===== config.mk =====
export PLATFORM = sky130hd
export DESIGN_NAME = sbc_ctrl
export DESIGN_NICKNAME = d
export VERILOG_FILES = /design/src/rtl/sbc_pkg.sv /design/src/rtl/sbc_ctrl.sv
export SDC_FILE = /design/constraint.sdc
export NUM_CORES = 1
export LEC_CHECK = 0
export BUFFER_PORTS_ARGS = -buffer_cell sky130_fd_sc_hd__buf_2
export CORE_AREA = 2 2 39 41
export CTS_CLUSTER_DIAMETER = 60
export DETAILED_ROUTE_END_ITERATION = 10
export DIE_AREA = 0 0 41 43
export GPL_ROUTABILITY_DRIVEN = 1
export PLACE_DENSITY_LB_ADDON = 0.2
export SYNTH_ARGS = -nofsm -noshare
export SYNTH_HDL_FRONTEND = slang
export SYNTH_SLANG_ARGS = --single-unit

===== constraint.sdc =====
create_clock -name clk -period 1.1 [get_ports clk]
set_clock_uncertainty 0.2 [all_clocks]
set_input_delay 0.165 -clock clk [delete_from_list [all_inputs] [get_ports clk]]
set_output_delay 0.165 -clock clk [all_outputs]
set_load 0.02 [all_outputs]

===== src/rtl/sbc_pkg.sv =====
// ---------------------------------------------------------------------------
// Stack bytecode core package
// Opcodes, status codes and the control structures shared by the modules.
// ---------------------------------------------------------------------------
`default_nettype none
package sbc_pkg;

  localparam int unsigned CMD_W  = 6;
  localparam int unsigned WORD_W = 64;
  localparam int unsigned PC_W   = 16;
  localparam int unsigned STAT_W = 3;

  typedef logic [CMD_W-1:0]  opcode_t;
  typedef logic [STAT_W-1:0] status_t;

  localparam opcode_t OP_DUMMY   = 6'd0;
  localparam opcode_t OP_ENDL    = 6'd1;
  localparam opcode_t OP_ENDV    = 6'd2;
  localparam opcode_t OP_PUSHL   = 6'd3;
  localparam opcode_t OP_PUSHV   = 6'd4;
  localparam opcode_t OP_POP     = 6'd5;
  localparam opcode_t OP_XCHG    = 6'd6;
  localparam opcode_t OP_ADD     = 6'd7;
  localparam opcode_t OP_SUB     = 6'd8;
  localparam opcode_t OP_MUL     = 6'd9;
  localparam opcode_t OP_DIV     = 6'd10;
  localparam opcode_t OP_IDIV    = 6'd11;
  localparam opcode_t OP_MOD     = 6'd12;
  localparam opcode_t OP_IMOD    = 6'd13;
  localparam opcode_t OP_AND     = 6'd14;
  localparam opcode_t OP_OR      = 6'd15;
  localparam opcode_t OP_XOR     = 6'd16;
  localparam opcode_t OP_SHL     = 6'd17;
  localparam opcode_t OP_SHR     = 6'd18;
  localparam opcode_t OP_SAR     = 6'd19;
  localparam opcode_t OP_NEG     = 6'd20;
  localparam opcode_t OP_NOT     = 6'd21;
  localparam opcode_t OP_EQU     = 6'd22;
  localparam opcode_t OP_NEQ     = 6'd23;
  localparam opcode_t OP_LES     = 6'd24;
  localparam opcode_t OP_LEQ     = 6'd25;
  localparam opcode_t OP_GTR     = 6'd26;
  localparam opcode_t OP_GEQ     = 6'd27;
  localparam opcode_t OP_BEL     = 6'd28;
  localparam opcode_t OP_BEQ     = 6'd29;
  localparam opcode_t OP_ABV     = 6'd30;
  localparam opcode_t OP_AEQ     = 6'd31;
  localparam opcode_t OP_JMP     = 6'd32;
  localparam opcode_t OP_JZ      = 6'd33;
  localparam opcode_t OP_JNZ     = 6'd34;
  localparam opcode_t OP_CALL    = 6'd35;
  localparam opcode_t OP_RET     = 6'd36;
  localparam opcode_t OP_RETL    = 6'd37;
  localparam opcode_t OP_RETV    = 6'd38;
  localparam opcode_t OP_OPSIZE  = 6'd39;
  localparam opcode_t OP_INSSIZE = 6'd40;

  localparam status_t ST_OK      = 3'd0;
  localparam status_t ST_OVER    = 3'd1;
  localparam status_t ST_UNDER   = 3'd2;
  localparam status_t ST_DIVZ    = 3'd3;
  localparam status_t ST_ILLEGAL = 3'd4;

  localparam logic [WORD_W-1:0] OPERAND_BYTES = 64'd8;
  localparam logic [WORD_W-1:0] INSTR_BYTES   = 64'd16;

  // Multiply/divide unit operations.
  typedef enum logic [2:0] {
    MD_MUL, MD_DIVU, MD_DIVS, MD_MODU, MD_MODS
  } md_op_t;

  // Controller to datapath commands.
  typedef struct packed {
    logic take;      // latch the instruction
    logic exec;      // commit a result computed without the multiply/divide unit
    logic md_start;  // launch the multiply/divide unit
    logic md_fin;    // commit the multiply/divide result
    logic load_out;  // move the result into the output register
  } dp_cmd_t;

  // Datapath to controller status.
  typedef struct packed {
    logic need_read;
    logic is_md;
    logic md_done;
  } dp_sts_t;

endpackage
`default_nettype wire


===== src/rtl/sbc_ctrl.sv =====
// ---------------------------------------------------------------------------
// Stack core controller
// Sequences decode, memory read, execute and multiply/divide wait, and
// owns the handshakes of both channels.
// ---------------------------------------------------------------------------
`default_nettype none
module sbc_ctrl (
  input  wire logic             clk,
  input  wire logic             rst_n,
  input  wire logic             in_valid,
  output logic                  in_ready,
  output logic                  out_valid,
  input  wire logic             out_ready,
  output sbc_pkg::dp_cmd_t      cmd,
  input  wire sbc_pkg::dp_sts_t sts
);

  typedef enum logic [2:0] {
    S_IDLE, S_DECODE, S_EXEC, S_WAIT, S_FIN
  } state_t;

  state_t state_r;
  state_t state_nxt;
  logic   out_valid_r;
  logic   out_valid_nxt;
  logic   out_free;

  assign out_free = !out_valid_r || out_ready;
  assign in_ready = (state_r == S_IDLE);

  // Next state and commands.
  always_comb begin
    state_nxt    = state_r;
    cmd          = '0;
    cmd.take     = in_valid && in_ready;
    unique case (state_r)
      S_IDLE: begin
        if (in_valid) begin
          state_nxt = S_DECODE;
        end
      end
      S_DECODE: begin
        if (sts.need_read) begin
          state_nxt = S_EXEC;
        end else begin
          cmd.exec  = 1'b1;
          state_nxt = S_FIN;
        end
      end
      S_EXEC: begin
        if (sts.is_md) begin
          cmd.md_start = 1'b1;
          state_nxt    = S_WAIT;
        end else begin
          cmd.exec  = 1'b1;
          state_nxt = S_FIN;
        end
      end
      S_WAIT: begin
        if (sts.md_done) begin
          cmd.md_fin = 1'b1;
          state_nxt  = S_FIN;
        end
      end
      S_FIN: begin
        if (out_free) begin
          cmd.load_out = 1'b1;
          state_nxt    = S_IDLE;
        end
      end
      default: state_nxt = S_IDLE;
    endcase
    out_valid_nxt = cmd.load_out ? 1'b1 : (out_ready ? 1'b0 : out_valid_r);
  end

  // State and output valid.
  always_ff @(posedge clk) begin
    if (!rst_n) begin
      state_r     <= S_IDLE;
      out_valid_r <= 1'b0;
    end else begin
      state_r     <= state_nxt;
      out_valid_r <= out_valid_nxt;
    end
  end

  assign out_valid = out_valid_r;

  // An accepted instruction is decoded in the next cycle.
  a_take_decode: assert property (@(posedge clk) disable iff (!rst_n)
    cmd.take |=> (state_r == S_DECODE))
    else $error("accepted instruction not decoded");

  // A loaded result is offered on the next cycle.
  a_load_valid: assert property (@(posedge clk) disable iff (!rst_n)
    cmd.load_out |=> out_valid_r)
    else $error("loaded result not offered");

  // The multiply/divide unit only finishes while the controller waits for it.
  a_md_done_wait: assert property (@(posedge clk) disable iff (!rst_n)
    sts.md_done |-> (state_r == S_WAIT))
    else $error("multiply/divide finished outside wait");

endmodule
`default_nettype wire

* Yosys cells after proc, flatten, opt, wreduce, memory -nomap -nowiden
Cells that the tools add are included.
** Operators by class
- Multiplexer cells :: 17
- Reductions and logical operators :: 6
- Eq/ne operators :: 7
** Operator list (count)
- two-way mux 3 bit :: 5
- one-hot mux 3 bit (5 select lines) :: 1
- two-way mux 1 bit :: 10
- == test 3 x 2 -> 1 bit (second input constant) :: 2
- != test 2 bit (second input constant) :: 3
- == test 3 x 1 -> 1 bit (second input constant) :: 1
- == test 3 bit (second input constant) :: 1
- zero test 3 bit :: 1
- AND reduction 3 bit :: 1
- one-hot mux 1 bit (2 select lines) :: 1
- nonzero test 2 bit :: 1
- logical AND 1 bit :: 1
- zero test 1 bit :: 1
- logical OR 1 bit :: 1
** Storage, ports and cells
- Logic and storage cells :: 32
- Register bits after elaboration :: 4

* Longest topological paths before layout
Gate-level depths: netlist (run 1).
- Depth after elaboration :: 5
- Mapped depth :: 4

* Worst setup path after synthesis (run 1)
OpenSTA, ideal clock, no wires.
- Path type :: register to output
- Start :: register state_r[1]
- End :: output cmd[1] (netlist name)
- Cell stages (with the launch flop) :: 4
- Arrival :: 1.093 ns
- Setup slack :: -0.358 ns
- Path buffers :: 1
- Cells stage by stage :: dfxtp_1 > buf_4 > nand2_1 > nor3b_1
** RTL lines
- from (decl) :: line sbc_ctrl.sv:22 : state_t state_r;
- from (signal assigned) :: line sbc_ctrl.sv:82 : state_r <= state_nxt;
- to (decl) :: line sbc_ctrl.sv:14 : output sbc_pkg::dp_cmd_t cmd,

==> results of run 1 <==
## report_power, final
group | internal [mW] | total (mW) | switching [mW]
logic | 0.179 | 0.331 | 0.152
registers | 0.163 | 0.187 | 0.0235
clock network | 0.122 | 0.189 | 0.0662
total | 0.465 | 0.706 | 0.241
## flip-flops by register name (all words and copies together), names as in the netlist
register and cells:
state_r 3, out_valid 1
## repair_timing
| action | 4_1_cts | 5_1_grt |
|---|---|---|
| hold buffers | 1 | 0 |
| endpoints found under the hold margin | 2 | 0 |
| buffers inserted | 5 | 1 |
| pin swaps | 2 | 5 |
| setup endpoints to repair | 10 | 11 |
| resized for setup | 14 | 5 |
## routing by layer
metal  share of wire [%]  wire [µm]
met2                  52        481
met4                   0          0
met1                  43        400
met5                   0          0
met3                 4.2         39
## logic make-up after synthesis
group | share of synthesized area [%]
AOI/OAI and AO/OA | 25.0
buffers and inverters | 11.7
DFF | 26.7
muxes | 3.33
and+or+nand+nor | 33.3
## cell usage in the layout, fill, tap and decap left out, types with 2 or more instances in the layout
master,Yosys,final
sky130_fd_sc_hd__dfxtp_4,0,2
sky130_fd_sc_hd__buf_6,0,4
sky130_fd_sc_hd__dfxtp_2,0,2
sky130_fd_sc_hd__nor3b_4,0,2
sky130_fd_sc_hd__a211oi_2,0,2
sky130_fd_sc_hd__clkbuf_4,0,3
sky130_fd_sc_hd__inv_1,2,2
sky130_fd_sc_hd__nor2_1,3,2
sky130_fd_sc_hd__nor3_2,0,3
sky130_fd_sc_hd__nand2_1,5,4
sky130_fd_sc_hd__buf_2,1,7
sky130_fd_sc_hd__buf_4,3,16
## area by class of cell
class	instances	area (µm²)
fill	148	773
multi-input combinational	29	260
timing repair buffer	28	210
sequential	4	90.1
clock buffer	3	22.5
tap	16	20.0
inverter	2	7.51
## stage by stage
| stage | total power, mW | utilization, % | cells | worst slack, ps |
|---|---|---|---|---|
| finish | 0.706 | 44.1 | 82 | -403 |
| global route | 0.754 | 44.1 | 82 | -442 |
| CTS | 0.697 | 42.5 | 82 | -388 |
| detailed placement | 0.440 | 34.6 | 73 | -239 |
| global placement | 0.443 | 34.6 | 73 | -229 |
| floorplan | 0.361 | - | 39 | -81.0 |
## path summary, 6_finish.rpt
check / slack [ps] / from / cells after the start / to
min reg2reg: 400 / out_valid / 3 / state_r[2]
max reg2reg: -170 / state_r[1] / 4 / state_r[2]
max: -400 / state_r[1] / 4 / cmd[3]
min: 20 / rst_n / 3 / state_r[0]
## tightest hold or removal path, delay by kind of cell
kind            cells  cell delay, ps
buf+inv             1             110
simple gates        1             100
compound gates      1              40
==> impl_metrics.toml, run 1 <==
[critical_path]
cp-start-kind = "flop"
timing.critical_path.fanout_max = 8
required_ps = 730
path_buf_inv = 1
ordered_list_of_cells_on_the_worst_path = "and2b_1, mux2i_1, nor2_2, buf_6"
slowest_stage = "sky130_fd_sc_hd__dfxtp_4"
worstSetupEndpointType = "primary output"
timing.critical_path.arrival_ps = 1140
cpPeakStageDelay_ps = 370
crit_family = "flip-flops"
kind_of_critical_path = "flop to primary output"

[placement]
placed_cell_area_um2 = 479
gp_congestion = 0.770
placement.io_buffers = 13
dp_hpwl_um = 587

[clock_network]
clock_latency_on_the_worst_skew_pair_ps = 240
cts-root-buf = "sky130_fd_sc_hd__clkbuf_4"
clkTransAtPathRegs_ps = 40
cts-root-to-sink-buffers = 2
tritoncts = "done"
cts.sinks = 4
cts_inserted_buffers = 3
h-tree-depth = 1

[detailed_routing]
via_total_after_detailed_routing = 375
remaining_antenna_violation_count = 0
drt_pass1_iterations = 4
drt_first_iter_violations = 7
routedWlPerCell_um = 11.2
drt-total-wl_um = 920
avgViaCountPerCell = 4.57
drcViolationCount = 0

[yosys]
yosys_warnings = 0
ys_seq_area_share_pct = 26.7
edff_count_synth = 0
postSynthNetCount = 46
ys_async_sr_fraction_pct = 0
netlist_instances = 39
synth_common_cells = "sky130_fd_sc_hd__nand2_1 (5), sky130_fd_sc_hd__dfxtp_1 (4)"
synthesized_area_um2 = 300
yosys.area.top_type = "sky130_fd_sc_hd__dfxtp_1"
synthFlopType = "sky130_fd_sc_hd__dfxtp_1"
post-synth-top-area-fraction_pct = 26.7
synthMostInstantiatedCell = "sky130_fd_sc_hd__nand2_1"
synthDistinctLibCells = 20
ys_seq_elements = 4
synth.area.top_cells = "sky130_fd_sc_hd__dfxtp_1 (27%), sky130_fd_sc_hd__a211oi_1 (7.5%), sky130_fd_sc_hd__buf_4 (7.5%)"
synthesis.area_per_instance_um2 = 7.70

[sta]
worst_slack_ps = -403
final_report_hold_violation_count = 0
finalSetupTns_ps = -2410
setup_viol = 9
grt_setup_unrepaired = "true"
final_max_slew_viol_count = 0
finalWorstPathRequiredPeriod_ps = 1500
finalHoldWorstSlack_ps = 19.7
timing.final.crit_share_pct = 137
worst_slew_pin_slew_ps = 251
max_slew_margin_pct = 83.3
fmaxAchievable_mhz = 665

[pwr]
power_leakage_nw = 0.283
worst_ir_drop_vdd_mv = 0.361
powerDensity_nw_per_um2 = 1160

[floorplanning]
rows = 14
die_area_um2 = 1760
design.core.area_um2 = 1380
fp.dieH_um = 43
floorplan.io_pins = 14
initial_core_util_pct = 21.7
die_width_um = 41

[finish]
area.growth.synth_to_final_pct = 103
n_antenna_cell = 0
nNetsFinal = 75
final_area_um2 = 611
layout-drive-gt1-share_pct = 72.7

[grt]
grt_first_pass_wirelength_um = 1280
grt_use_met2_pct = 13.8
global_route.peak_usage_layer = "met1"
grt_overflow_total = 0
grt_util_met3_pct = 3.14
first_global_vias = 340
use_met1_pct = 14.7
grt_util_all_layers_pct = 10.8
grt_start_max_net_pins = 9
antenna_found_initial = 0

[run]
drv_cap = 0

[run_status]
run_status = "finished, violations left"
failed_checks = "setup timing"

[hold_path]
hold_path.class = "input port to flop"
Power figures use the tool's default switching activity.
==> run 2, diff against run 1 <==
--- a/config.mk
+++ b/config.mk
@@ -12,6 +12,7 @@
 export DIE_AREA = 0 0 41 43
 export GPL_ROUTABILITY_DRIVEN = 1
 export PLACE_DENSITY_LB_ADDON = 0.2
+export SETUP_SLACK_MARGIN = 0.2
 export SYNTH_ARGS = -nofsm -noshare
 export SYNTH_HDL_FRONTEND = slang
 export SYNTH_SLANG_ARGS = --single-unit
==> run 2 against run 1 <==
The run ends with hold timing, setup timing left. Wire length increased by 2.0%. Setup slack gained 61 ps. Clock power rose by 7%. Critical path depth unchanged. Largest power group unchanged. Via count increased by 1.3%. Non-clock buffer count grew 1. Combinational power rose by 13%. First-iteration DRC count shrank 57%. Sequential share of layout area decreased by 0.97 points. Register-to-register slack got worse by 100 ps. Cell area grew 10%. Flip-flop and latch count is the same.
==> impl_metrics.toml, run 2 (synthesis results as in run 1) <==
[pwr]
combPwrFrac_pct = 48.8
powerDensity_nw_per_um2 = 1140
power.switching_mw = 0.256
power_switching_share_pct = 33.4
worst_ir_drop_vdd_mv = 0.534
p_int_mw = 0.512
clkPwrFrac_pct = 26.4
seqPwrFrac_pct = 24.8
p_total_mw = 0.768
power_leakage_nw = 0.298

[critical_path]
kind_of_critical_path = "flop to primary output"
path_buf_inv = 1
ordered_list_of_cells_on_the_worst_path = "and2b_1, mux2i_1, nor2_2, buf_6"
reg2reg_slack_ps = -270
depth_of_the_most_critical_reg_to_reg_path = 5
cpPeakStageDelay_ps = 360
required_ps = 730
cp-start-kind = "flop"
timing.critical_path.arrival_ps = 1080
crit_family = "flip-flops"
r2r_start = "state_r[1]"
slowest_stage = "sky130_fd_sc_hd__dfxtp_4"
regToRegEndpoint = "state_r[2]"
worstSetupEndpointType = "primary output"
timing.critical_path.fanout_max = 7

[grt]
global_route.peak_usage_layer = "met2"
grt_overflow_total = 0
grt_first_pass_wirelength_um = 1400
antenna_found_initial = 0
use_met1_pct = 14.7
grt_use_met2_pct = 17.5
grt_util_all_layers_pct = 12.0
grt_util_met3_pct = 6.28
grt_start_max_net_pins = 9
first_global_vias = 336

[sta]
final_max_slew_viol_count = 0
timing.final.crit_share_pct = 131
finalWorstPathRequiredPeriod_ps = 1440
final_report_hold_violation_count = 2
worst_slack_ps = -342
fmaxAchievable_mhz = 693
max_slew_margin_pct = 89.4
grt_setup_unrepaired = "true"
setup_viol = 10
finalHoldWorstSlack_ps = -32.3
finalSetupTns_ps = -2510
worst_slew_pin_slew_ps = 154

[clock_network]
cts_inserted_buffers = 3
cts.sinks = 4
h-tree-depth = 1
cts-root-buf = "sky130_fd_sc_hd__clkbuf_4"
clock_latency_on_the_worst_skew_pair_ps = 240
cts-root-to-sink-buffers = 2
tritoncts = "done"
clkTransAtPathRegs_ps = 40

[detailed_routing]
drt_first_iter_violations = 3
routedWlPerCell_um = 11.2
drcViolationCount = 0
drt_pass1_iterations = 2
avgViaCountPerCell = 4.52
via_total_after_detailed_routing = 380
remaining_antenna_violation_count = 0
drt-total-wl_um = 938

[floorplanning]
initial_core_util_pct = 21.7
rows = 14
die_area_um2 = 1760
fp.dieH_um = 43
floorplan.io_pins = 14
design.core.area_um2 = 1380
die_width_um = 41

[run_status]
failed_checks = "hold timing, setup timing"
run_status = "finished, violations left"

[finish]
n_antenna_cell = 0
nNetsFinal = 76
final_area_um2 = 672
stdcell_count = 84
most_common_library_cell_in_the_layout_ignoring_fill_and_taps = "sky130_fd_sc_hd__buf_6"
top_register = "state_r"
finish.utilization_pct = 48.6
final_cell_mix = "sky130_fd_sc_hd__buf_6 (13), sky130_fd_sc_hd__buf_4 (10), sky130_fd_sc_hd__buf_2 (6), sky130_fd_sc_hd__nand2_1 (4)"
layout-drive-gt1-share_pct = 75.0
area.growth.synth_to_final_pct = 124
largest_register_ff_count = 3

[run]
drv_cap = 0

[hold_path]
hold_path_depth = 2
timing.hold.worst.start = "rst_n"
worstHoldEndpoint = "out_valid"
hold_path.class = "input port to flop"

[placement]
gp_congestion = 0.785
placed_cell_area_um2 = 497
place.detailed.instances = 75
dp_hpwl_um = 647
placement.io_buffers = 13
dp_slack_ps = -197
[run 2: worst max-delay path by stage]
stage / to / depth (start not counted) / slack, ps / startpoint
2_1_floorplan: cmd[3] / 4 / -80 / state_r[1]
3_3_place_gp: cmd[3] / 4 / -190 / state_r[1]
5_1_grt: cmd[4] / 3 / -390 / state_r[1]
3_5_place_dp: cmd[3] / 4 / -200 / state_r[1]
4_1_cts: cmd[3] / 4 / -360 / state_r[1]
6_report: cmd[3] / 4 / -340 / state_r[1]
[run 2: timing repair]
action | 4_1_cts | 5_1_grt
hold endpoints to repair | 2 | 2
pin swaps | 3 | 3
gates resized for setup | 25 | 8
endpoints found under the setup margin | 11 | 11
buffers inserted | 3 | 2
[run 2: metal layers]
layer / share of wire, % / up-vias
met4: 0 / 0
met3: 4.2 / 0
li1: - / 194
met2: 53 / 10
met5: 0 / -
met1: 42 / 176
[run 2: cell type report]
type / count / area [µm²]
repair buffers: 29 / 251
clock buffers: 4 / 26.3
multi-input cells: 29 / 274
fillers: 144 / 712
inverters: 2 / 7.51
flip-flops and latches: 4 / 92.6
well taps: 16 / 20.0
[run 2: power groups by stage]
stage / sequential, mW / combinational (mW) / clock [mW]
CTS: 0.189 / 0.333 / 0.210
global placement: 0.195 / 0.258 / 0
floorplan: 0.178 / 0.181 / 0
global route: 0.195 / 0.400 / 0.224
detailed placement: 0.194 / 0.258 / 0
finish: 0.190 / 0.375 / 0.202
